<file path="src/sv/dane_pkg.sv">
// Shared types, constants and the step scale table for the delta ADPCM encoder.
// No dependencies; imported by the controller, the datapath and the top level.
`timescale 1ns / 1ps

package dane_pkg;

	localparam int SampleW = 16;
	localparam int PredW   = 20;
	localparam int StepW   = 15;
	localparam int MagW    = 3;
	localparam int CodeW   = 4;
	localparam int ByteW   = 8;
	localparam int ScaleW  = 8;
	localparam int RemW    = 19;

	localparam logic [StepW-1:0] STEP_MIN = 15'd127;
	localparam logic [StepW-1:0] STEP_MAX = 15'd24576;

	typedef struct packed {
		logic load;     // take a request, form |diff|, apply start of stream
		logic div_hi;   // saturation check and quotient bit 2
		logic div_lo;   // quotient bits 1 and 0
		logic update;   // move prediction, rescale step, pack the code
	} dane_cmd_t;

	typedef struct packed {
		logic odd;      // next code completes a byte
	} dane_status_t;

	function automatic logic [ScaleW-1:0] scale_for_mag(input logic [MagW-1:0] m);
		logic [ScaleW-1:0] f;
		unique case (m)
			3'd4:    f = 8'd77;
			3'd5:    f = 8'd102;
			3'd6:    f = 8'd128;
			3'd7:    f = 8'd153;
			default: f = 8'd57;
		endcase
		return f;
	endfunction

endpackage

</file>
<file path="src/sv/delta_adpcm_nibble_encoder_unit.sv">
// Delta ADPCM (delta-T) nibble encoder, top level: controller plus datapath.
// Each sample request passes through accept, two divide steps and update; no new request is taken until its update.
// A completing sample shows its byte once its update has run; the byte and out_valid are registered at that update.
// One byte comes out per two samples; a stalled byte holds only the next odd update.
// Reset (arst_n low, asynchronous): prediction 0, step 127, no held nibble, no output.
// Depends on dane_pkg, dane_ctrl and dane_dp.
`timescale 1ns / 1ps

module delta_adpcm_nibble_encoder_unit (
	input  logic               clk,
	input  logic               arst_n,
	input  logic               in_valid,
	output logic               in_stall,
	input  logic signed [15:0] sample,
	input  logic               start_of_stream,
	output logic               out_valid,
	input  logic               out_stall,
	output logic [7:0]         packed_byte
);
	import dane_pkg::*;

	// Command bundle from the sequencer, phase status back from the datapath.
	dane_cmd_t    cmd;
	dane_status_t st;

	// Sequencer: takes a request in idle, steps the 3-bit quotient through
	// two divide states (saturation and bit 2, then bits 1 and 0), then updates. The
	// update of an odd sample waits while the previous byte is still stalled.
	dane_ctrl u_ctrl (
		.clk       (clk),
		.arst_n    (arst_n),
		.in_valid  (in_valid),
		.in_stall  (in_stall),
		.out_valid (out_valid),
		.out_stall (out_stall),
		.st        (st),
		.cmd       (cmd)
	);

	// Datapath: forms |sample - prediction| at the accept edge, divides by the
	// step with restoring compare-subtract, then moves the prediction and
	// rescales the step through the table, and packs two codes per byte.
	dane_dp u_dp (
		.clk             (clk),
		.arst_n          (arst_n),
		.cmd             (cmd),
		.st              (st),
		.sample          (sample),
		.start_of_stream (start_of_stream),
		.packed_byte     (packed_byte)
	);

endmodule

</file>
<file path="src/sv/dane_dp.sv">
// Datapath of the delta ADPCM encoder: prediction, step size, quotient and packing.
// Depends on dane_pkg; sequenced by dane_ctrl through dane_cmd_t.
`timescale 1ns / 1ps

module dane_dp (
	input  logic                            clk,
	input  logic                            arst_n,
	input  dane_pkg::dane_cmd_t             cmd,
	output dane_pkg::dane_status_t          st,
	input  logic signed [15:0]              sample,
	input  logic                            start_of_stream,
	output logic [7:0]                      packed_byte
);
	import dane_pkg::*;

	logic signed [PredW-1:0] pred_q;
	logic [StepW-1:0]        step_q;
	logic [CodeW-1:0]        held_q;
	logic                    odd_q;
	logic                    neg_q;
	logic                    sat_q;
	logic                    q2_q;
	logic [MagW-1:0]         qmag_q;
	logic [RemW-1:0]         rem_q;
	logic [ByteW-1:0]        byte_q;

	logic signed [PredW-1:0] pred_eff;
	logic [PredW:0]          diff;
	logic [PredW:0]          mag;
	logic [RemW-1:0]         s3, s2, s1, s0;
	logic                    sat, q2, q1, q0;
	logic [RemW-1:0]         rem_hi, rem_mid;
	logic [CodeW-1:0]        odd_mult;
	logic [RemW-1:0]         prod_move;
	logic [15:0]             move;
	logic [22:0]             prod_scale;
	logic [16:0]             scaled;
	logic [StepW-1:0]        step_next;
	logic signed [PredW-1:0] pred_next;
	logic [CodeW-1:0]        code;

	// start of stream: encode against the cleared prediction
	assign pred_eff = start_of_stream ? '0 : pred_q;
	assign diff = {{(PredW+1-SampleW){sample[SampleW-1]}}, sample}
	            - {pred_eff[PredW-1], pred_eff};
	assign mag  = diff[PredW] ? (~diff + 1'b1) : diff;

	assign s3 = {1'b0, step_q, 3'b000};
	assign s2 = {2'b00, step_q, 2'b00};
	assign s1 = {3'b000, step_q, 1'b0};
	assign s0 = {4'b0000, step_q};

	assign sat    = rem_q >= s3;
	assign q2     = rem_q >= s2;
	assign rem_hi = q2 ? rem_q - s2 : rem_q;

	assign q1      = rem_q >= s1;
	assign rem_mid = q1 ? rem_q - s1 : rem_q;
	assign q0      = rem_mid >= s0;

	assign odd_mult  = {qmag_q, 1'b1};
	assign prod_move = RemW'(odd_mult) * RemW'(step_q);
	assign move      = prod_move[RemW-1:3];
	assign pred_next = neg_q ? pred_q - $signed({4'b0000, move})
	                         : pred_q + $signed({4'b0000, move});

	assign prod_scale = 23'(scale_for_mag(qmag_q)) * 23'(step_q);
	assign scaled     = prod_scale[22:6];
	always_comb begin
		if (scaled < 17'(STEP_MIN)) begin
			step_next = STEP_MIN;
		end else if (scaled > 17'(STEP_MAX)) begin
			step_next = STEP_MAX;
		end else begin
			step_next = scaled[StepW-1:0];
		end
	end

	assign code = {neg_q, qmag_q};

	always_ff @(posedge clk or negedge arst_n) begin
		if (!arst_n) begin
			pred_q <= '0;
			step_q <= STEP_MIN;
			held_q <= '0;
			odd_q  <= 1'b0;
		end else if (cmd.load && start_of_stream) begin
			pred_q <= '0;
			step_q <= STEP_MIN;
			held_q <= '0;
			odd_q  <= 1'b0;
		end else if (cmd.update) begin
			pred_q <= pred_next;
			step_q <= step_next;
			odd_q  <= ~odd_q;
			if (!odd_q) begin
				held_q <= code;
			end
		end
	end

	always_ff @(posedge clk) begin
		if (cmd.load) begin
			neg_q <= diff[PredW];
			rem_q <= {mag[16:0], 2'b00};
		end
		if (cmd.div_hi) begin
			sat_q <= sat;
			q2_q  <= q2;
			rem_q <= rem_hi;
		end
		if (cmd.div_lo) begin
			qmag_q <= sat_q ? 3'd7 : {q2_q, q1, q0};
		end
		if (cmd.update && odd_q) begin
			byte_q <= {held_q, code};
		end
	end

	assign st.odd      = odd_q;
	assign packed_byte = byte_q;

endmodule

</file>
<file path="src/sv/dane_ctrl.sv">
// Sequencer of the delta ADPCM encoder: request handshake, step order, output valid.
// Depends on dane_pkg; drives dane_dp through dane_cmd_t.
`timescale 1ns / 1ps

module dane_ctrl (
	input  logic                   clk,
	input  logic                   arst_n,
	input  logic                   in_valid,
	output logic                   in_stall,
	output logic                   out_valid,
	input  logic                   out_stall,
	input  dane_pkg::dane_status_t st,
	output dane_pkg::dane_cmd_t    cmd
);
	import dane_pkg::*;

	typedef enum logic [1:0] {
		S_IDLE,
		S_DIV_HI,
		S_DIV_LO,
		S_UPD
	} state_t;

	state_t state_q;
	logic   out_valid_q;
	logic   out_busy;
	logic   upd_go;

	// a byte still waiting downstream blocks the next byte only
	assign out_busy = out_valid_q && out_stall;
	assign upd_go   = (state_q == S_UPD) && !(st.odd && out_busy);

	assign in_stall   = (state_q != S_IDLE);
	assign cmd.load   = (state_q == S_IDLE) && in_valid;
	assign cmd.div_hi = (state_q == S_DIV_HI);
	assign cmd.div_lo = (state_q == S_DIV_LO);
	assign cmd.update = upd_go;
	assign out_valid  = out_valid_q;

	always_ff @(posedge clk or negedge arst_n) begin
		if (!arst_n) begin
			state_q     <= S_IDLE;
			out_valid_q <= 1'b0;
		end else begin
			if (upd_go && st.odd) begin
				out_valid_q <= 1'b1;
			end else if (!out_stall) begin
				out_valid_q <= 1'b0;
			end
			unique case (state_q)
				S_IDLE: begin
					if (in_valid) begin
						state_q <= S_DIV_HI;
					end
				end
				S_DIV_HI: state_q <= S_DIV_LO;
				S_DIV_LO: state_q <= S_UPD;
				S_UPD: begin
					if (upd_go) begin
						state_q <= S_IDLE;
					end
				end
				default: state_q <= S_IDLE;
			endcase
		end
	end

`ifndef SYNTHESIS
	a_load_starts_divide: assert property (@(posedge clk) disable iff (!arst_n)
		cmd.load |=> (state_q == S_DIV_HI))
		else $error("accepted request did not enter the divide");
	a_divide_then_update: assert property (@(posedge clk) disable iff (!arst_n)
		(state_q == S_DIV_LO) |=> (state_q == S_UPD))
		else $error("divide did not advance to update");
	a_byte_after_odd_update: assert property (@(posedge clk) disable iff (!arst_n)
		(cmd.update && st.odd) |=> out_valid_q)
		else $error("completed byte not presented");
	a_valid_only_from_update: assert property (@(posedge clk) disable iff (!arst_n)
		$rose(out_valid_q) |-> $past(cmd.update && st.odd))
		else $error("output valid rose without a completed byte");
`endif

endmodule
</file>
<file path="config.mk">
export PLATFORM = sky130hd
export DESIGN_NAME = delta_adpcm_nibble_encoder_unit
export DESIGN_NICKNAME = d
export VERILOG_FILES = /design/src/sv/dane_pkg.sv /design/src/sv/delta_adpcm_nibble_encoder_unit.sv /design/src/sv/dane_dp.sv /design/src/sv/dane_ctrl.sv
export SDC_FILE = /design/constraint.sdc
export NUM_CORES = 1
export LEC_CHECK = 0
export ABC_AREA = 1
export BUFFER_PORTS_ARGS = -buffer_cell sky130_fd_sc_hd__buf_4
export CAP_MARGIN = 40
export CORE_ASPECT_RATIO = 2
export CORE_UTILIZATION = 40
export CTS_CLUSTER_DIAMETER = 30
export DETAILED_ROUTE_END_ITERATION = 10
export GPL_TIMING_DRIVEN = 0
export PLACE_DENSITY = 0.59
export SYNTH_ARGS = -nofsm -noshare
export SYNTH_HDL_FRONTEND = slang
export SYNTH_HIERARCHICAL = 1
export SYNTH_SLANG_ARGS = --single-unit
</file>
<file path="constraint.sdc">
create_clock -name clk -period 5.6 [get_ports clk]
set_clock_uncertainty 0.1 [all_clocks]
set_input_delay 0.28 -clock clk [delete_from_list [all_inputs] [get_ports clk]]
set_output_delay 0.28 -clock clk [all_outputs]
set_load 0.02 [all_outputs]
</file>
[Yosys cells after proc, flatten, opt, wreduce, memory -nomap -nowiden]
Cells that the tools add are included.
Operators by class
  muxes and demuxes: 24
  equal/unequal tests: 12
  multipliers: 2
  add/sub/neg operators: 6
  reductions and logical operators: 14
  bitwise logic cells: 2
  $lt $le $gt $ge: 6
Operators with widths (count)
  2-to-1 mux 20 bit: 4
  2-to-1 mux 19 bit: 4
  2-to-1 mux 15 bit: 4
  case mux 8 bit (4 select lines): 1
  multiplier 8 x 15 -> 23 bit: 1
  subtractor 16 x 20 -> 21 bit: 1
  adder 20 x 17 -> 20 bit: 1
  subtractor 20 x 17 -> 20 bit: 1
  >= comparator 19 x 15 -> 1 bit: 1
  >= comparator 19 x 16 -> 1 bit: 1
  >= comparator 19 x 17 -> 1 bit: 1
  >= comparator 19 x 18 -> 1 bit: 1
  multiplier 4 x 15 -> 19 bit: 1
  subtractor 19 x 16 -> 19 bit: 1
  subtractor 19 x 17 -> 19 bit: 1
  adder 17 x 1 -> 17 bit (second input constant): 1
  > comparator 17 x 15 -> 1 bit (second input constant): 1
  less-than comparator 17 x 7 -> 1 bit (second input constant): 1
  2-to-1 mux 17 bit: 1
  NOT 17 bit: 1
  equality test 3 bit (second input constant): 4
  2-to-1 mux 4 bit: 3
  case mux 2 bit (4 select lines): 1
  logical AND 1 bit: 6
  other kinds (11): 23
Word-level totals
  flip-flop bits (word level): 76
  word-level logic and storage cells: 78
  input port bits: 21

[Depth between registers and ports, before layout]
  depth after elaboration: 8
  mapped depth: 34
  mapped depth without buffers: 33

[By module]
The synthesis kept the hierarchy.
Modules (own cells, without submodules)
  dane_dp: sequential area each 1940.6 sq um, instances 1, area an instance 13539.2 sq um, cells each 1979
  dane_ctrl: sequential area each 75.1 sq um, instances 1, area an instance 252.7 sq um, cells each 28

[Worst setup path before layout]
No wires, ideal clock.
  path kind: register -> register
  start: register u_dp.qmag_q[2]
  end: register u_dp.step_q[14]
  library setup time: 0.134 ns
  cell stages (with the launch flop): 27
  data arrival time: 5.245 ns
  required time: 5.366 ns
  buffers on the path: 2
  setup slack: 0.121 ns
  clock period less this slack: 5.479 ns
  cell sequence: edfxtp_1 -> clkbuf_1 -> nand2_1 -> a21oi_1 -> clkbuf_1 -> nor2_1 -> fa_1 -> inv_1 -> fa_1 -> inv_1 -> fa_1 -> inv_1 -> fa_1 -> inv_1 -> ha_1 -> inv_1 -> o21ai_0 -> a21oi_1 -> nand2_1 -> nand3_1 -> nand2_1 -> xnor2_1 -> nand2_1 -> nor3_1 -> a21oi_4 -> nand2_1 -> o21ai_0
Between the ends
  word-level cells in the longest chain between the ends: 8
  elaborated cells between the ends (all ways): 12
  those cells by class: mul (1); order compare (2); eq/ne (4); mux (5)
RTL lines
  start: declaration: line dane_dp.sv:23  | logic [MagW-1:0] qmag_q;
  start signal: assignment: line dane_dp.sv:113  | qmag_q <= sat_q ? 3'd7 : {q2_q, q1, q0};
  equality test 3 bit: line dane_pkg.sv:32  | unique case (m)
  case mux 8 bit (4 select lines) *: line dane_pkg.sv:32
  multiplier 8 x 15 -> 23 bit *: line dane_dp.sv:67  | assign prod_scale = 23'(scale_for_mag(qmag_q)) * 23'(step_q);
  > comparator 17 x 15 -> 1 bit: line dane_dp.sv:72  | end else if (scaled > 17'(STEP_MAX)) begin
  2-to-1 mux 15 bit: line dane_dp.sv:72
  2-to-1 mux 15 bit *: line dane_dp.sv:70  | if (scaled < 17'(STEP_MIN)) begin
  2-to-1 mux 15 bit *: line dane_dp.sv:92  | end else if (cmd.update) begin
  2-to-1 mux 15 bit *: line dane_dp.sv:87  | end else if (cmd.load && start_of_stream) begin
  end signal: assignment: line dane_dp.sv:94  | step_q <= step_next;
  end: declaration: line dane_dp.sv:17  | logic [StepW-1:0] step_q;
Mark *: on every way between the ends. The rest lies on a longest branch, timed or not. The select of a mux whose other input is x is not followed.
A chain may end at the register's enable or synchronous reset.

[Worst setup path after layout]
  start: register u_dp.qmag_q[1]
  end: register u_dp.step_q[2]
The elaborated chain is that of the path after synthesis.

==> run summary <==
CTS tree - yes
Post-synth top area cell - fa_1
Final core utilization - 49.5%
Post-DR wirelength/cell - 18.2 um
Outcome - complete, no violations
Setup CP Type - flip-flop to flip-flop
Tcrit/Tclk final - 98.4%
Post-DRT Antenna Nets - 0
CTS sink cnt - 74
EDFF count, synth - 31
Endpoints failing setup - 0
Die Area - 35300 um2
Final hold vios - 0
R2R cell count - 26
Max-cap check violation count - 0
Core region area - 33800 um2
Worst Path Required - 5800 ps
Crit Path Max Fanout - 8
H-tree lvl count - 3
Maximum clock path buffer count - 2
Vias in the first global route - 14004
Initial cell density of the core - 40.9%
Worst Max-Slew Pin Slew - 891 ps
Share of cells above drive strength 1 - 18.5%
Setup crit start kind - flip-flop
Clock-pin slew of the registers on the worst-case setup and hold paths - 70 ps
Critical Path End - u_dp/step_q[2]
R2r startpoint - u_dp/qmag_q[1]
CTS root buf - clkbuf_16
Hold Crit Class - primary input to flip-flop
Top FF cell, synth - dfrtp_1
Ant diodes - 0
Placer Congestion - 0.937
Largest net degree at the start of global routing - 44
Synth unique cells - 64
Critical path origin - u_dp/qmag_q[1]
Seq cells post-synth - 74
Fin nets - 2411
Tmin final - 5510 ps
Cell mode on critical path - fa_1
Area contributors post-synth - fa_1 15%, ha_1 15%, nand2_1 14%
Final slew viol count - 0
Max incr delay on CP - 520 ps
Via Count - 13633
First-pass GRT wire length - 70700 um
CTS buffer count - 9
Ys async rst share - 58.1%
PortBufs - 30
# IOs - 31
Drt pass-1 iters - 6
Commonest cells after routing, fill and taps aside - 481 x nand2_1, 312 x inv_1, 157 x nor2_1
Yosys warnings - 6
Commonest non-fill, non-tap cell in the layout - nand2_1
Reg2reg end - u_dp/step_q[2]
Worst setup EP type - flip-flop
Die Wd - 133 um
Syn Area/Cell - 6.87 um2
Vias per cell - 5.33
Cells after Synth - 2007
Part of the Yosys area used for sequential elements - 14.6%
DRC viols - 0
Mapped cell area - 13800 um2
Antenna violations before repair - 0
Slowest library cell on the worst path - fa_1
Gr usage total - 26.2%
Final setup TNS - 0 ps
WL final - 46500 um
Post-synthesis net count - 2301
Max transition margin - 40.4%
FMAX - 181 MHz
Die Y - 265 um
Initial drt markers - 516
Grt total ovfl - 0
Area grow syn2layout - 21.1%
Reg2reg setup slack - 90 ps
Share of the synthesized area in the top cell type - 15.2%
Unrepaired setup endpoints after global routing - true
HPWL Detailed - 38400 um
Site Rows - 95
Worst skew pair latency - 370 ps
WP data arrival - 5710 ps
timing repair:
item / 4_1_cts / 5_1_grt
setup buffers: 19 / 48
pin swaps: 14 / 93
endpoints found under the setup margin: 28 / 26
gates resized for setup: 94 / 241
hold endpoints to repair: 36 / 0
hold buffers: 1 / 0
worst max-delay path, delay by kind of cell, from the launching register on:
| kind | cells | cell delay, ps |
|---|---|---|
| AO/OA/AOI/OAI | 2 | 370 |
| XOR/XNOR | 1 | 130 |
| adder cells (fa/ha/maj) | 5 | 2350 |
| buffers and inverters | 7 | 740 |
| flip-flops | 1 | 420 |
| AND/OR/NAND/NOR | 11 | 1320 |
final cells by class:
type	count	area (um2)
repair buffers	99	825
inverters	347	1340
clock buffers	9	225
flip-flops and latches	74	2020
fillers	3428	17100
well taps	436	546
clock inverters	7	60.1
multi-input cells	1560	11500
plain buffers	26	206
through the flow:
stage | cell area [um2] | hold WS [ps] | instances | worst slack (ps)
finish | 16700 | 88.8 | 2558 | 89.5
global route | 16700 | 82.7 | 2558 | -122
CTS | 15300 | 74.9 | 2510 | -31.0
detailed placement | 14600 | 247 | 2474 | -1510
global placement | 14600 | 241 | 2473 | -1510
floorplan | 13800 | -116 | 2007 | 121
kinds of logic (layout without fill, tap and decap cells):
group | after synthesis | after routing | share of synthesized area [%]
AO/OA/AOI/OAI | 299 | 299 | 12.2
multiplexers | 1 | 1 | 0.0726
buffers and inverters | 373 | 488 | 10.2
adder cells (fa/ha/maj) | 273 | 273 | 30.5
flip-flops | 74 | 74 | 14.6
XOR/XNOR | 60 | 60 | 3.97
AND/OR/NAND/NOR | 927 | 927 | 28.4
synth_stat cells, types with 7 or more instances:
cell,number
or2_2,9
nand4_1,24
dfstp_2,7
a21o_1,7
inv_1,338
xor2_1,36
clkbuf_1,19
xnor2_1,21
nand2_2,11
o22ai_1,15
o31ai_1,9
nor3_1,25
o21ai_0,90
ha_1,168
dfrtp_1,36
a21oi_1,136
nand3_1,108
fa_1,105
nor2_1,198
o21bai_1,7
edfxtp_1,31
nand2_1,522
worst min-delay path by stage:
stage               startpoint  slack (ps)  cells after the start                to
global route         out_stall          80                      2  u_ctrl/out_valid
floorplan               arst_n        -120                      0  u_ctrl/out_valid
detailed placement      arst_n         250                      1   u_dp/pred_q[10]
global placement        arst_n         240                      1   u_dp/pred_q[10]
finish               out_stall          90                      2  u_ctrl/out_valid
CTS                  out_stall          70                      2  u_ctrl/out_valid
metal layers:
metal	GRT usage (%)	routed length, um
met2	53.4	26400
met1	23.6	15600
met5	0	0
met3	2.54	1020
met4	17.6	3440
registers in the layout (all words and copies together) (netlist names):
| name | count |
|---|---|
| u_dp/st | 1 |
| u_dp/rem_q | 17 |
| u_dp/qmag_q | 3 |
| u_dp/held_q | 4 |
| u_ctrl/out_valid | 1 |
| u_dp/sat_q | 1 |
| u_dp/packed_byte | 8 |
| u_ctrl/state_q | 2 |
| u_dp/neg_q | 1 |
| u_dp/q2_q | 1 |
| u_dp/step_q | 15 |
| u_dp/pred_q | 20 |
Power is left out: the tool's default activity adds up to more than one toggle a clock period on the data nets, which glitch-free logic cannot reach.
